`src/hw/rtl/stt_pkg.sv`:
```
// Shared types and constants for the streaming source tokenizer.
// No dependencies; every other file imports this package.
`default_nettype none

package stt_pkg;

  // Default depth of the result-group queue between front and back.
  localparam int unsigned QueueDepth = 4;

  // Token kind codes.
  localparam logic [4:0] KindEof     = 5'd0;
  localparam logic [4:0] KindLParen  = 5'd1;
  localparam logic [4:0] KindRParen  = 5'd2;
  localparam logic [4:0] KindLBrack  = 5'd3;
  localparam logic [4:0] KindRBrack  = 5'd4;
  localparam logic [4:0] KindLBrace  = 5'd5;
  localparam logic [4:0] KindRBrace  = 5'd6;
  localparam logic [4:0] KindSemi    = 5'd7;
  localparam logic [4:0] KindPlus    = 5'd8;
  localparam logic [4:0] KindMinus   = 5'd9;
  localparam logic [4:0] KindStar    = 5'd10;
  localparam logic [4:0] KindDiv     = 5'd11;
  localparam logic [4:0] KindAssign  = 5'd12;
  localparam logic [4:0] KindLess    = 5'd13;
  localparam logic [4:0] KindBang    = 5'd14;
  localparam logic [4:0] KindString  = 5'd15;
  localparam logic [4:0] KindIdent   = 5'd16;
  localparam logic [4:0] KindIf      = 5'd17;
  localparam logic [4:0] KindWhile   = 5'd18;
  localparam logic [4:0] KindFor     = 5'd19;
  localparam logic [4:0] KindReturn  = 5'd20;
  localparam logic [4:0] KindBool    = 5'd21;
  localparam logic [4:0] KindInt     = 5'd22;
  localparam logic [4:0] KindFloat   = 5'd23;
  localparam logic [4:0] KindUnknown = 5'd24;

  // Keywords as right-aligned byte strings, first byte highest.
  localparam logic [47:0] KwIf     = 48'h0000_0000_6966;
  localparam logic [47:0] KwWhile  = 48'h0077_6869_6c65;
  localparam logic [47:0] KwFor    = 48'h0000_0066_6f72;
  localparam logic [47:0] KwReturn = 48'h7265_7475_726e;
  localparam logic [47:0] KwTrue   = 48'h0000_7472_7565;
  localparam logic [47:0] KwFalse  = 48'h0066_616c_7365;

  localparam logic [7:0] ChUnder = 8'h5f;
  localparam logic [7:0] ChDot   = 8'h2e;

  // One result beat.
  typedef struct packed {
    logic [4:0] kind;
    logic [7:0] value;
    logic       byte_valid;
    logic       done;
  } res_t;

  // All results caused by one input byte, in order from slot 0.
  typedef struct packed {
    logic [1:0]       count;
    res_t [2:0]       res;
  } group_t;

endpackage

`default_nettype wire

```
`src/hw/rtl/stt_front.sv`:
```
// Front part of the tokenizer: scanner state and classification of each byte.
// Depends on stt_pkg; produces one result group per accepted byte that has results.
`default_nettype none

module stt_front
  import stt_pkg::*;
(
  input  wire logic       clk_i,
  input  wire logic       rst_ni,
  input  wire logic       in_valid_i,
  output logic            in_stall_o,
  input  wire logic [7:0] char_byte_i,
  input  wire logic       q_full_i,
  output logic            q_push_o,
  output group_t          q_data_o
);

  typedef enum logic [7:0] {
    ModeIdle      = 8'b0000_0001,
    ModeSlash     = 8'b0000_0010,
    ModeLine      = 8'b0000_0100,
    ModeBlock     = 8'b0000_1000,
    ModeBlockStar = 8'b0001_0000,
    ModeString    = 8'b0010_0000,
    ModeIdent     = 8'b0100_0000,
    ModeNumber    = 8'b1000_0000
  } scan_mode_e;

  scan_mode_e  mode_q, mode_d;
  logic [47:0] prefix_q, prefix_d;
  logic [2:0]  len_q, len_d;
  logic [1:0]  dots_q, dots_d;
  logic        prev_dot_q, prev_dot_d;
  logic        nz_q, nz_d;
  logic        frac_q, frac_d;

  logic        accept;
  logic [7:0]  c;
  group_t      grp;

  function automatic logic is_space(input logic [7:0] ch);
    return ch == 8'h20 || ch == 8'h09 || ch == 8'h0c || ch == 8'h0b ||
           ch == 8'h0a || ch == 8'h0d;
  endfunction

  function automatic logic is_alpha(input logic [7:0] ch);
    return (ch >= 8'h61 && ch <= 8'h7a) || (ch >= 8'h41 && ch <= 8'h5a);
  endfunction

  function automatic logic is_digit(input logic [7:0] ch);
    return ch >= 8'h30 && ch <= 8'h39;
  endfunction

  function automatic logic [4:0] punct_kind(input logic [7:0] ch);
    logic [4:0] k;
    case (ch)
      8'h28:   k = KindLParen;
      8'h29:   k = KindRParen;
      8'h5b:   k = KindLBrack;
      8'h5d:   k = KindRBrack;
      8'h7b:   k = KindLBrace;
      8'h7d:   k = KindRBrace;
      8'h3b:   k = KindSemi;
      8'h2b:   k = KindPlus;
      8'h2d:   k = KindMinus;
      8'h2a:   k = KindStar;
      8'h3d:   k = KindAssign;
      8'h3c:   k = KindLess;
      8'h21:   k = KindBang;
      default: k = KindEof;
    endcase
    return k;
  endfunction

  function automatic res_t done_res(input logic [4:0] kind);
    res_t r;
    r.kind       = kind;
    r.value      = 8'h00;
    r.byte_valid = 1'b0;
    r.done       = 1'b1;
    return r;
  endfunction

  function automatic res_t byte_res(input logic [7:0] value);
    res_t r;
    r.kind       = KindEof;
    r.value      = value;
    r.byte_valid = 1'b1;
    r.done       = 1'b0;
    return r;
  endfunction

  assign c          = char_byte_i;
  assign in_stall_o = q_full_i;
  assign accept     = in_valid_i && !q_full_i;

  always_comb begin
    logic [1:0] n;
    logic       do_start;
    logic [4:0] ident_k;
    logic [4:0] num_k;
    mode_d     = mode_q;
    prefix_d   = prefix_q;
    len_d      = len_q;
    dots_d     = dots_q;
    prev_dot_d = prev_dot_q;
    nz_d       = nz_q;
    frac_d     = frac_q;
    grp        = '0;
    n          = 2'd0;
    do_start   = 1'b0;

    if (len_q == 3'd2 && prefix_q == KwIf) begin
      ident_k = KindIf;
    end else if (len_q == 3'd5 && prefix_q == KwWhile) begin
      ident_k = KindWhile;
    end else if (len_q == 3'd3 && prefix_q == KwFor) begin
      ident_k = KindFor;
    end else if (len_q == 3'd6 && prefix_q == KwReturn) begin
      ident_k = KindReturn;
    end else if ((len_q == 3'd4 && prefix_q == KwTrue) ||
                 (len_q == 3'd5 && prefix_q == KwFalse)) begin
      ident_k = KindBool;
    end else begin
      ident_k = KindIdent;
    end

    if (dots_q > 2'd1) begin
      num_k = KindUnknown;
    end else if (dots_q == 2'd1) begin
      num_k = KindFloat;
    end else begin
      num_k = KindInt;
    end

    case (mode_q)
      ModeSlash: begin
        if (c == 8'h2f) begin
          mode_d = ModeLine;
        end else if (c == 8'h2a) begin
          mode_d = ModeBlock;
        end else begin
          grp.res[n] = done_res(KindDiv);
          n = n + 2'd1;
          do_start = 1'b1;
        end
      end
      ModeLine: begin
        if (c == 8'h00) begin
          do_start = 1'b1;
        end else if (c == 8'h0a || c == 8'h0d) begin
          mode_d = ModeIdle;
        end
      end
      ModeBlock: begin
        if (c == 8'h00) begin
          do_start = 1'b1;
        end else if (c == 8'h2a) begin
          mode_d = ModeBlockStar;
        end
      end
      ModeBlockStar: begin
        if (c == 8'h00) begin
          do_start = 1'b1;
        end else if (c == 8'h2f) begin
          mode_d = ModeIdle;
        end else if (c != 8'h2a) begin
          mode_d = ModeBlock;
        end
      end
      ModeString: begin
        if (c == 8'h00) begin
          grp.res[n] = done_res(KindUnknown);
          n = n + 2'd1;
          do_start = 1'b1;
        end else if (c == 8'h22) begin
          grp.res[n] = done_res(KindString);
          n = n + 2'd1;
          mode_d = ModeIdle;
        end else begin
          grp.res[n] = byte_res(c);
          n = n + 2'd1;
        end
      end
      ModeIdent: begin
        if (is_alpha(c) || is_digit(c) || c == ChUnder) begin
          if (len_q < 3'd6) begin
            prefix_d = {prefix_q[39:0], c};
          end
          if (len_q < 3'd7) begin
            len_d = len_q + 3'd1;
          end
          grp.res[n] = byte_res(c);
          n = n + 2'd1;
        end else begin
          grp.res[n] = done_res(ident_k);
          n = n + 2'd1;
          do_start = 1'b1;
        end
      end
      ModeNumber: begin
        if (is_digit(c)) begin
          if (frac_q || nz_q || c != 8'h30) begin
            if (!frac_q) begin
              nz_d = 1'b1;
            end
            grp.res[n] = byte_res(c);
            n = n + 2'd1;
          end
          prev_dot_d = 1'b0;
        end else if (c == ChDot && !prev_dot_q) begin
          if (!frac_q && !nz_q) begin
            grp.res[n] = byte_res(8'h30);
            n = n + 2'd1;
          end
          frac_d = 1'b1;
          if (dots_q < 2'd3) begin
            dots_d = dots_q + 2'd1;
          end
          prev_dot_d = 1'b1;
          grp.res[n] = byte_res(ChDot);
          n = n + 2'd1;
        end else begin
          if (!frac_q && !nz_q) begin
            grp.res[n] = byte_res(8'h30);
            n = n + 2'd1;
          end
          grp.res[n] = done_res(num_k);
          n = n + 2'd1;
          do_start = 1'b1;
        end
      end
      default: begin
        do_start = 1'b1;
      end
    endcase

    // Start of a new token; always the last step for this byte.
    if (do_start) begin
      mode_d = ModeIdle;
      if (is_space(c)) begin
        mode_d = ModeIdle;
      end else if (c == 8'h00) begin
        grp.res[n] = done_res(KindEof);
        n = n + 2'd1;
      end else if (c == 8'h2f) begin
        mode_d = ModeSlash;
      end else if (c == 8'h22) begin
        mode_d = ModeString;
      end else if (punct_kind(c) != KindEof) begin
        grp.res[n] = done_res(punct_kind(c));
        n = n + 2'd1;
      end else if (is_alpha(c)) begin
        mode_d   = ModeIdent;
        prefix_d = {40'd0, c};
        len_d    = 3'd1;
        grp.res[n] = byte_res(c);
        n = n + 2'd1;
      end else if (is_digit(c)) begin
        mode_d     = ModeNumber;
        dots_d     = 2'd0;
        prev_dot_d = 1'b0;
        frac_d     = 1'b0;
        nz_d       = (c != 8'h30);
        if (c != 8'h30) begin
          grp.res[n] = byte_res(c);
          n = n + 2'd1;
        end
      end else begin
        grp.res[n] = done_res(KindUnknown);
        grp.res[n].value      = c;
        grp.res[n].byte_valid = 1'b1;
        n = n + 2'd1;
      end
    end
    grp.count = n;
  end

  assign q_push_o = accept && (grp.count != 2'd0);
  assign q_data_o = grp;

  always_ff @(posedge clk_i or negedge rst_ni) begin
    if (!rst_ni) begin
      mode_q     <= ModeIdle;
      prefix_q   <= '0;
      len_q      <= '0;
      dots_q     <= '0;
      prev_dot_q <= 1'b0;
      nz_q       <= 1'b0;
      frac_q     <= 1'b0;
    end else if (accept) begin
      mode_q     <= mode_d;
      prefix_q   <= prefix_d;
      len_q      <= len_d;
      dots_q     <= dots_d;
      prev_dot_q <= prev_dot_d;
      nz_q       <= nz_d;
      frac_q     <= frac_d;
    end
  end

  // A dot can only follow a digit inside a number, so it implies a fraction.
  a_prev_dot_frac: assert property (@(posedge clk_i) disable iff (!rst_ni)
    prev_dot_q |-> frac_q)
    else $error("previous dot without fraction");

  // Comment modes never produce a result except at end of text.
  a_comment_quiet: assert property (@(posedge clk_i) disable iff (!rst_ni)
    (accept && (mode_q == ModeLine || mode_q == ModeBlock || mode_q == ModeBlockStar)
     && c != 8'h00) |-> !q_push_o)
    else $error("comment byte produced a result");

  // The state only moves when a byte is taken.
  a_hold_state: assert property (@(posedge clk_i) disable iff (!rst_ni)
    !accept |=> $stable(mode_q))
    else $error("scan mode changed without input");

endmodule

`default_nettype wire

```
`src/hw/rtl/stt_queue.sv`:
```
// Short queue of result groups between the scanner and the output sequencer.
// Depends on stt_pkg for the group type.
`default_nettype none

module stt_queue
  import stt_pkg::*;
#(
  parameter int unsigned Depth = QueueDepth
) (
  input  wire logic   clk_i,
  input  wire logic   rst_ni,
  input  wire logic   push_i,
  input  group_t      data_i,
  output logic        full_o,
  input  wire logic   pop_i,
  output logic        empty_o,
  output group_t      data_o
);

  localparam int unsigned PtrW = (Depth > 1) ? $clog2(Depth) : 1;
  localparam int unsigned CntW = $clog2(Depth + 1);
  localparam logic [PtrW-1:0] LastPtr = PtrW'(Depth - 1);
  localparam logic [CntW-1:0] FullCnt = CntW'(Depth);

  group_t          mem_q [Depth];
  logic [PtrW-1:0] wr_q, wr_d, rd_q, rd_d;
  logic [CntW-1:0] cnt_q, cnt_d;

  assign full_o  = (cnt_q == FullCnt);
  assign empty_o = (cnt_q == '0);
  assign data_o  = mem_q[rd_q];

  always_comb begin
    wr_d  = wr_q;
    rd_d  = rd_q;
    cnt_d = cnt_q;
    if (push_i) begin
      wr_d = (wr_q == LastPtr) ? '0 : wr_q + PtrW'(1);
    end
    if (pop_i) begin
      rd_d = (rd_q == LastPtr) ? '0 : rd_q + PtrW'(1);
    end
    if (push_i && !pop_i) begin
      cnt_d = cnt_q + CntW'(1);
    end else if (pop_i && !push_i) begin
      cnt_d = cnt_q - CntW'(1);
    end
  end

  always_ff @(posedge clk_i) begin
    if (push_i) begin
      mem_q[wr_q] <= data_i;
    end
  end

  always_ff @(posedge clk_i or negedge rst_ni) begin
    if (!rst_ni) begin
      wr_q  <= '0;
      rd_q  <= '0;
      cnt_q <= '0;
    end else begin
      wr_q  <= wr_d;
      rd_q  <= rd_d;
      cnt_q <= cnt_d;
    end
  end

  a_no_overflow: assert property (@(posedge clk_i) disable iff (!rst_ni)
    !(push_i && full_o))
    else $error("push into full queue");

  a_no_underflow: assert property (@(posedge clk_i) disable iff (!rst_ni)
    !(pop_i && empty_o))
    else $error("pop from empty queue");

  a_empty_pointers: assert property (@(posedge clk_i) disable iff (!rst_ni)
    empty_o |-> (rd_q == wr_q))
    else $error("empty queue with unequal pointers");

endmodule

`default_nettype wire

```
`src/hw/rtl/stt_back.sv`:
```
// Back part of the tokenizer: plays out one result group a beat at a time.
// Depends on stt_pkg; reads the head of the group queue.
`default_nettype none

module stt_back
  import stt_pkg::*;
(
  input  wire logic       clk_i,
  input  wire logic       rst_ni,
  input  wire logic       q_empty_i,
  input  group_t          q_data_i,
  output logic            q_pop_o,
  output logic            out_valid_o,
  input  wire logic       out_stall_i,
  output logic [4:0]      token_kind_o,
  output logic [7:0]      value_byte_o,
  output logic            byte_valid_o,
  output logic            token_done_o,
  output logic            last_result_o
);

  logic [1:0] idx_q, idx_d;
  res_t       cur;
  logic       fire;
  logic       last;

  always_comb begin
    case (idx_q)
      2'd0:    cur = q_data_i.res[0];
      2'd1:    cur = q_data_i.res[1];
      2'd2:    cur = q_data_i.res[2];
      default: cur = q_data_i.res[0];
    endcase
  end

  assign out_valid_o   = !q_empty_i;
  assign fire          = out_valid_o && !out_stall_i;
  assign last          = (idx_q + 2'd1) == q_data_i.count;
  assign q_pop_o       = fire && last;
  assign idx_d         = q_pop_o ? 2'd0 : (fire ? idx_q + 2'd1 : idx_q);

  assign token_kind_o  = cur.kind;
  assign value_byte_o  = cur.value;
  assign byte_valid_o  = cur.byte_valid;
  assign token_done_o  = cur.done;
  assign last_result_o = last;

  always_ff @(posedge clk_i or negedge rst_ni) begin
    if (!rst_ni) begin
      idx_q <= 2'd0;
    end else begin
      idx_q <= idx_d;
    end
  end

  a_idx_in_group: assert property (@(posedge clk_i) disable iff (!rst_ni)
    out_valid_o |-> (idx_q < q_data_i.count))
    else $error("result index beyond group");

  a_idx_rewinds: assert property (@(posedge clk_i) disable iff (!rst_ni)
    q_pop_o |=> (idx_q == 2'd0))
    else $error("index not rewound after group");

  a_idle_index: assert property (@(posedge clk_i) disable iff (!rst_ni)
    q_empty_i |-> (idx_q == 2'd0))
    else $error("index set with nothing queued");

endmodule

`default_nettype wire

```
`src/hw/rtl/streaming_source_tokenizer.sv`:
```
// Top level of the streaming source tokenizer.
// Depends on stt_pkg, stt_front, stt_queue and stt_back.
`default_nettype none

// Channel  Direction  Handshake                  Payload
// in       input      in_valid_i / in_stall_o    char_byte_i
// out      output     out_valid_o / out_stall_i  token_kind_o, value_byte_o,
//                                                byte_valid_o, token_done_o,
//                                                last_result_o
//
// The scanner takes one source byte per cycle and turns it in the same cycle
// into a group of zero to three results, and writes each non-empty group
// into a queue of QueueDepth groups. The output sequencer sends one result
// per cycle, so a byte with n results takes n output beats. Input stalls
// only while the queue is full; output stalls back up into the queue.
// Reset puts the scanner in its idle mode with all token state cleared and
// empties the queue; no clearing pass is needed.

module streaming_source_tokenizer
  import stt_pkg::*;
#(
  parameter int unsigned QDepth = QueueDepth
) (
  input  wire logic       clk_i,
  input  wire logic       rst_ni,
  input  wire logic       in_valid_i,
  output logic            in_stall_o,
  input  wire logic [7:0] char_byte_i,
  output logic            out_valid_o,
  input  wire logic       out_stall_i,
  output logic [4:0]      token_kind_o,
  output logic [7:0]      value_byte_o,
  output logic            byte_valid_o,
  output logic            token_done_o,
  output logic            last_result_o
);

  // Result groups flow from the scanner through the queue to the sequencer.
  group_t push_data;
  group_t head_data;
  logic   push;
  logic   full;
  logic   pop;
  logic   empty;

  stt_front u_front (
    .clk_i       (clk_i),
    .rst_ni      (rst_ni),
    .in_valid_i  (in_valid_i),
    .in_stall_o  (in_stall_o),
    .char_byte_i (char_byte_i),
    .q_full_i    (full),
    .q_push_o    (push),
    .q_data_o    (push_data)
  );

  stt_queue #(
    .Depth (QDepth)
  ) u_queue (
    .clk_i   (clk_i),
    .rst_ni  (rst_ni),
    .push_i  (push),
    .data_i  (push_data),
    .full_o  (full),
    .pop_i   (pop),
    .empty_o (empty),
    .data_o  (head_data)
  );

  stt_back u_back (
    .clk_i         (clk_i),
    .rst_ni        (rst_ni),
    .q_empty_i     (empty),
    .q_data_i      (head_data),
    .q_pop_o       (pop),
    .out_valid_o   (out_valid_o),
    .out_stall_i   (out_stall_i),
    .token_kind_o  (token_kind_o),
    .value_byte_o  (value_byte_o),
    .byte_valid_o  (byte_valid_o),
    .token_done_o  (token_done_o),
    .last_result_o (last_result_o)
  );

endmodule

`default_nettype wire

```
`config.mk`:
```
export PLATFORM = sky130hd
export DESIGN_NAME = streaming_source_tokenizer
export DESIGN_NICKNAME = d
export VERILOG_FILES = /design/src/hw/rtl/stt_pkg.sv /design/src/hw/rtl/stt_front.sv /design/src/hw/rtl/stt_queue.sv /design/src/hw/rtl/stt_back.sv /design/src/hw/rtl/streaming_source_tokenizer.sv
export SDC_FILE = /design/constraint.sdc
export NUM_CORES = 1
export LEC_CHECK = 0
export ABC_AREA = 1
export BUFFER_PORTS_ARGS = -buffer_cell sky130_fd_sc_hd__buf_2
export CAP_MARGIN = 20
export CORE_UTILIZATION = 57
export CTS_CLUSTER_SIZE = 24
export DETAILED_ROUTE_END_ITERATION = 12
export PLACE_DENSITY = 0.8
export REMOVE_ABC_BUFFERS = 1
export SLEW_MARGIN = 20
export SYNTH_ARGS = -nofsm -noshare
export SYNTH_HDL_FRONTEND = slang
export SYNTH_SLANG_ARGS = --single-unit
```
`constraint.sdc`:
```
create_clock -name clk_i -period 4.5 [get_ports clk_i]
set_clock_uncertainty 0.1 [all_clocks]
set_input_delay 0.45 -clock clk_i [delete_from_list [all_inputs] [get_ports clk_i]]
set_output_delay 0.45 -clock clk_i [all_outputs]
set_load 0.01 [all_outputs]
```
Word-level counts from Yosys, hierarchy flattened

Memories as Yosys holds them, arrays and structs flattened.
Index checks and enable logic that the tools add are counted.

Memories kept: 1
Input bits: 12
Logic and storage cells: 341
Output and inout bits: 18
Memory bits (writable): 188
Register bits: 73

Memory list:

| name          | depth | width | read ports | clocked after memory_dff | wr ports | RTL line        | RTL |
|---|---|---|---|---|---|---|---|
| u_queue.mem_q | 4     | 47    | 1          | 0                        | 1        | stt_queue.sv:25 | `group_t mem_q [Depth];` |

Eq/ne operators: 59
Reduce and logical (&&, ||, !) cells: 50
Add/sub/neg operators: 10
Mux-type cells: 185
Bitwise logic cells: 9
$lt $le $gt $ge: 16

Operators by type and width:

| operator                                                                 | number |
|---|---|
| 48-bit 2-to-1 mux                                                        | 10 |
| 45-bit 2-to-1 mux                                                        | 10 |
| 45-bit bitwise mux                                                       | 5 |
| 15-bit 2-to-1 mux                                                        | 13 |
| 8-bit 2-to-1 mux                                                         | 20 |
| 15-bit demux with 2-bit select                                           | 5 |
| 8-bit by 6-bit equality test with 1-bit output (second input constant)   | 14 |
| 48-bit by 39-bit equality test with 1-bit output (second input constant) | 2 |
| 5-bit 2-to-1 mux                                                         | 16 |
| 2-bit 2-to-1 mux                                                         | 35 |
| 30-bit 2-to-1 mux                                                        | 2 |
| 15-bit one-hot mux with 4 select lines                                   | 1 |
| 4-bit one-hot mux with 13 select lines                                   | 1 |
| 48-bit by 15-bit equality test with 1-bit output (second input constant) | 1 |
| 48-bit by 23-bit equality test with 1-bit output (second input constant) | 1 |
| 48-bit by 31-bit equality test with 1-bit output (second input constant) | 1 |
| 48-bit by 47-bit equality test with 1-bit output (second input constant) | 1 |
| 8-bit by 4-bit equality test with 1-bit output (second input constant)   | 6 |
| 8-bit by 7-bit equality test with 1-bit output (second input constant)   | 6 |
| 1-bit 2-to-1 mux                                                         | 46 |
| 42-bit AND                                                               | 1 |
| 42-bit inverter                                                          | 1 |
| 8-bit one-hot mux with 5 select lines                                    | 1 |
| 3-bit 2-to-1 mux                                                         | 13 |
| other kinds (48)                                                         | 117 |

Logic depth before layout (Yosys ltp)

Depth in word-level cells: 26
Depth in mapped cells: 23
Depth with buffers taken out: 23

By module

A second synthesis with hierarchy kept.

Cells, all modules: 1548
Area, all modules: 14239.9 µm²

By module, submodules not included:

| module    | instances | sequential area each (µm²) | cells each | area each (µm²) |
|---|---|---|---|---|
| stt_queue | 1         | 5820.6                     | 600        | 8276.7 |
| stt_front | 1         | 1602.8                     | 856        | 5436.5 |
| stt_back  | 1         | 50.0                       | 92         | 526.8 |

Worst setup path before layout

Ideal clock, no wire load.

Kind: input-to-reg
Start: input port char_byte_i[5]
End: memory u_queue.mem_q[0][0] (netlist name), enable pin
Setup time: 452 ps
Arrival: 4050 ps
Path slack: -101 ps
Stages on the path: 17
Data required time: 3948 ps
Path buffers: 1
Path through: buf_2 nand2_1 nor2_2 nand2_2 inv_1 nor2_1 nor2_1 nor3_2 ha_1 nor2_1 nand2_1 nand3_1 nand3_1 nand2_1 nand3_2 nand2_2 nor2_1

Cells in the longest elaborated chain, start to end: 19
Elaborated cells on any way between the ends: 78
Those cells by class: 1 x add/sub; 6 x order compare; 24 x eq/ne; 30 x mux; 17 x reduce/logical

Ends and longest elaborated chain:

| what                                                                                                  | RTL line                         | RTL |
|---|---|---|
| from (decl)                                                                                           | streaming_source_tokenizer.sv:28 | `input wire logic [7:0] char_byte_i,` |
| branches (longest 14 deep; another with 8-bit by 6-bit greater-or-equal comparator with 1-bit output) | n/a                              |  |
| 2-bit 2-to-1 mux *                                                                                    | stt_front.sv:239                 | `if (do_start) begin` |
| 2-bit nonzero test *                                                                                  | stt_front.sv:279                 | `assign q_push_o = accept && (grp.count != 2'd0);` |
| 1-bit logical AND *                                                                                   | stt_front.sv:279                 |  |
| 1-bit 2-to-1 mux *                                                                                    | stt_queue.sv:51                  | `if (push_i) begin` |
| 1-bit 2-to-1 mux (implied by the code) *                                                              | stt_queue.sv:52                  | `mem_q[wr_q] <= data_i;` |
| to (decl)                                                                                             | stt_queue.sv:25                  |  |

Mark *: on every way between the ends. The select of a mux whose other input is x is not followed.

Worst setup path in the final report

Start: register u_front.mode_q[1]
End: register u_queue.cnt_q[2]

Cells in the longest elaborated chain, start to end: 18
Elaborated cells on any way between the ends: 28
Those cells by class: 1 x add/sub; 7 x eq/ne; 12 x mux; 8 x reduce/logical

Ends and longest elaborated chain:

| what                                                                                                             | RTL line                         | RTL |
|---|---|---|
| from (decl)                                                                                                      | stt_front.sv:29                  | `scan_mode_e mode_q, mode_d;` |
| from (signal assigned)                                                                                           | stt_front.sv:284                 | `mode_q <= ModeIdle;` |
| from (signal assigned)                                                                                           | stt_front.sv:292                 | `mode_q <= mode_d;` |
| 8-bit by 6-bit equality test with 1-bit output or 8-bit by 7-bit equality test with 1-bit output (tied branches) | stt_front.sv:136                 | `case (mode_q)` |
| 2-bit OR reduction (no source line)                                                                              | n/a                              |  |
| 2-bit one-hot mux with 3 select lines                                                                            | stt_front.sv:136                 |  |
| 2-bit by 1-bit adder with 2-bit output                                                                           | n/a                              |  |
| 2-bit 2-to-1 mux                                                                                                 | stt_front.sv:265                 | `if (c != 8'h30) begin` |
| 2-bit 2-to-1 mux                                                                                                 | stt_front.sv:259                 | `end else if (is_digit(c)) begin` |
| 2-bit 2-to-1 mux                                                                                                 | stt_front.sv:253                 | `end else if (is_alpha(c)) begin` |
| 2-bit 2-to-1 mux                                                                                                 | stt_front.sv:250                 | `end else if (punct_kind(c) != KindEof) begin` |
| (+3 left out)                                                                                                    | n/a                              |  |
| 2-bit 2-to-1 mux                                                                                                 | stt_front.sv:241                 | `if (is_space(c)) begin` |
| 2-bit 2-to-1 mux *                                                                                               | stt_front.sv:239                 |  |
| 2-bit nonzero test *                                                                                             | stt_front.sv:279                 |  |
| 1-bit logical AND *                                                                                              | stt_front.sv:279                 |  |
| net push                                                                                                         | streaming_source_tokenizer.sv:41 | `logic push;` |
| 1-bit logical NOT                                                                                                | stt_queue.sv:45                  | `end else if (pop_i && !push_i) begin` |
| 1-bit logical AND                                                                                                | stt_queue.sv:45                  |  |
| 2-bit nonzero test (no source line)                                                                              | n/a                              |  |
| to (signal assigned)                                                                                             | stt_queue.sv:64                  | `cnt_q <= cnt_d;` |
| to (decl)                                                                                                        | stt_queue.sv:27                  | `logic [CntW-1:0] cnt_q, cnt_d;` |

The timed path passes the listed nets; every way through them passes the cells marked *.
A chain may end at the register's enable or synchronous reset.

==> metrics.cfg <==
[setup_path]
end_kind=register
cp_cell_sequence=nor2_4 -> nand2_4 -> nor2_1 -> nand2_2 -> nor2_2 -> inv_2 -> ha_1 -> nor2_1 -> nand2_1 -> nand3_1 -> nand3_1 -> nand2_1 -> nand3_2 -> nand2_2 -> inv_1 -> ha_1 -> inv_1 -> fa_1 -> a21oi_1 -> o21ai_0 -> xor2_1
r2r-end=u_queue.cnt_q[2]
start_kind=register
cp_top_family=simple AND/OR/NAND/NOR gates
path_class=register to register
worstPathMaxFanout=7
rr_startpoint=u_front.mode_q[1]
cp.required_ns=4.82
r2r_slack_ns=0.80
rr_worst_depth=21
critPathArrivalTime_ns=4.02
critical_path.max_stage_delay_ns=0.43
crit_slowest_cell=dfrtp_1
path_buf_inv=3
crit_cells=21

[logic_synthesis]
ys_seq_area_share_pct=55.4
ys_ff_latch=261
yosysTopAreaCell=edfxtp_1
synth_xor_area_share_pct=0.260
synth.area.mux_share_pct=0.0835
yosysMostFrequentCell=nand2_1
synth_warnings=0
yosys.cell_types.count=51
syn_area_sq_um=13500
synth_top_area_share_pct=41.9
synthCells=1513
async_flop_share_pct=28.0
synth_ff_type=edfxtp_1
synth_compound_area_share_pct=12.4
synth_fa_ha_area_share_pct=1.63
synth_edf_count=188
avgSynthCellArea_sq_um=8.91
synth.area.top_cells=edfxtp_1 (42%), dfrtp_1 (13%), nand2_1 (8.2%), o21ai_0 (5.5%), nor2_1 (5.1%)
synthSimpleGateAreaFrac_pct=23.5
yosys-top-cells-count=nand2_1 (295), edfxtp_1 (188), nor2_1 (183)
synth_top_family_by_area=simple AND/OR/NAND/NOR gates

[power_and_ir_drop]
p_leak_nw=6.07
ir_drop_uv=398
pwr_density_cell_nw_per_um2=696
power_mw=10.3

[worst_hold_path]
worstHoldPathCells=3
min_path_type=primary input to register
hold_path.startpoint=char_byte_i[6]
holdPathEnd=u_front.prefix_q[6]

[cells_and_area]
antenna_cells=0
drive_gt1_share_pct=10.0
layout.nets=1555
synthToLayoutAreaGrowth_pct=9.37

[drt]
first_pass_iters=6
vias_per_cell=5.95
drtAntennaViolNets=0
vias=11100
drcViolationCount=0
drt_iter0_markers=1210
wl_um=35900
routedWlPerCell_um=19.3

[timing]
fmax_ghz=0.270
maxSlewHeadroom_pct=35.8
tns_ns=0
rsz0062_at_grt=false
worstMarginPinSlew_ns=0.963
timing.final.crit_period_ns=3.70
slew_viol_final=0
period_share_pct=82.3
hold_viol=0
final-setup-viol-count=0

[global_route]
gr-total-overflow=0
grt_pass1_vias=10300
grt_max_degree=92
grt_antenna_before_repair=0
grt_util_all_layers_pct=29.9
grt_pass1_wl_um=55800

[clock_tree]
clockBufferDepth=3
postCtsResizedCells=0
cts_tree=yes
clk_latency_ns=0.55
cts_hold_buf=1
cts_sinks=261
cts_setup_buffers=0
clock-root-buffer=clkbuf_16
cts_buffers=26
htree_levels=1
clk_pin_slew_ns=0.06

[floorplanning]
initial_core_util_pct=58.8
die_y_um=156
row_count=55
boundaryPins=30
core_sq_um=22900
fp.dieArea_sq_um=24300
die_w_um=156

[placed_design]
io_buffers=29
hpwl_um=24500
gp_congestion=1.00

[flow_run]
drv_cap=0

[status]
status=finished clean

-- worst min-delay path, cell delays in order --
cell     delay, ns
buf_2         0.14
nand2_1       0.08
o21ai_1       0.06
-- where the power goes --
group	switching [mW]	internal [mW]
combinational	2.97	1.31
sequential	0.448	3.50
clock	0.877	1.15
-- per-stage QoR --
stage	std cells	utilization, %	hold WS (ns)	setup WS, ns	cell area (sq um)
2_1_floorplan	1449	-	0.0544	-0.608	13200
3_3_place_gp	1810	60.8	0.392	0.623	13900
3_5_place_dp	1810	60.8	0.401	0.526	13900
4_1_cts	1859	64.3	0.118	0.779	14700
5_1_grt	1859	64.3	0.130	0.491	14700
6_report	1859	64.3	0.126	0.796	14700
-- how the worst max path moves through the flow --
stage	start	end	slack, ns
global route	u_front.mode_q[1]	u_queue.cnt_q[2]	0.49
global placement	char_byte_i[7]	u_queue.cnt_q[2]	0.62
finish	u_front.mode_q[1]	u_queue.cnt_q[2]	0.80
detailed placement	char_byte_i[7]	u_queue.cnt_q[2]	0.53
floorplan	u_queue.rd_q[0]	u_queue.cnt_q[2]	-0.61
CTS	u_front.mode_q[1]	u_queue.cnt_q[2]	0.78
-- cell type report --
cell class                 count  area, sq um
sequential                   261         7470
inverter                     160          602
fill                        1874         8170
tap                          313          392
timing repair buffer          49          338
clock buffer                  32          694
multi-input combinational   1028         5140
clock inverter                16         98.8
-- layout by cell type, fill, tap and decap left out, types with 3 or more instances in the layout --
cell type	Yosys	final
nand4_1	22	22
buf_2	8	28
ha_1	16	16
nand2_2	13	13
a31oi_1	19	19
o21ai_0	148	148
nor3_1	32	32
nand3_1	110	110
nor2_1	183	179
nand2_1	295	295
clkbuf_16	0	27
nor4_1	11	11
o22ai_1	78	78
buf_4	3	17
nor2_2	11	11
buf_12	0	3
nand3_2	6	6
dfrtp_1	72	71
clkinv_2	1	4
nor2_4	8	12
o211ai_1	3	3
xor2_1	3	3
a21oi_1	17	17
inv_2	15	16
edfxtp_1	188	188
inv_1	144	143
clkinvlp_2	0	3
o21ai_1	23	23
clkbuf_1	47	5
clkinv_1	0	8
-- layer usage --
metal	track usage [%]	part of all wire (%)	wire length [um]	up-vias
met5	0	0	0	-
met1	41.4	43	15500	5299
li1	-	-	-	5239
met3	6.11	8.6	3080	66
met4	8.87	2.7	973	0
met2	47.8	46	16300	453
-- state kept, by name, summed over array words and instances (netlist names) --
register,cells
u_front.len_q,3
u_front.prev_dot_q,1
u_front.prefix_q,48
u_queue.rd_q,2
u_front.nz_q,1
u_front.dots_q,2
u_front.frac_q,1
u_front.mode_q,8
u_back.idx_q,2
u_queue.cnt_q,3
u_queue.mem_q,188
u_queue.wr_q,2
-- logic make-up (layout without fill, tap and decap cells) --
| logic type | after synthesis | count (layout) |
|---|---|---|
| XOR/XNOR | 4 | 4 |
| AO/OA/AOI/OAI | 301 | 301 |
| multiplexers | 1 | 1 |
| buffers and inverters | 224 | 257 |
| AND/OR/NAND/NOR | 705 | 705 |
| flip-flops | 261 | 261 |
| adder cells (fa/ha/maj) | 17 | 17 |
Power figures use the tool's default switching activity.
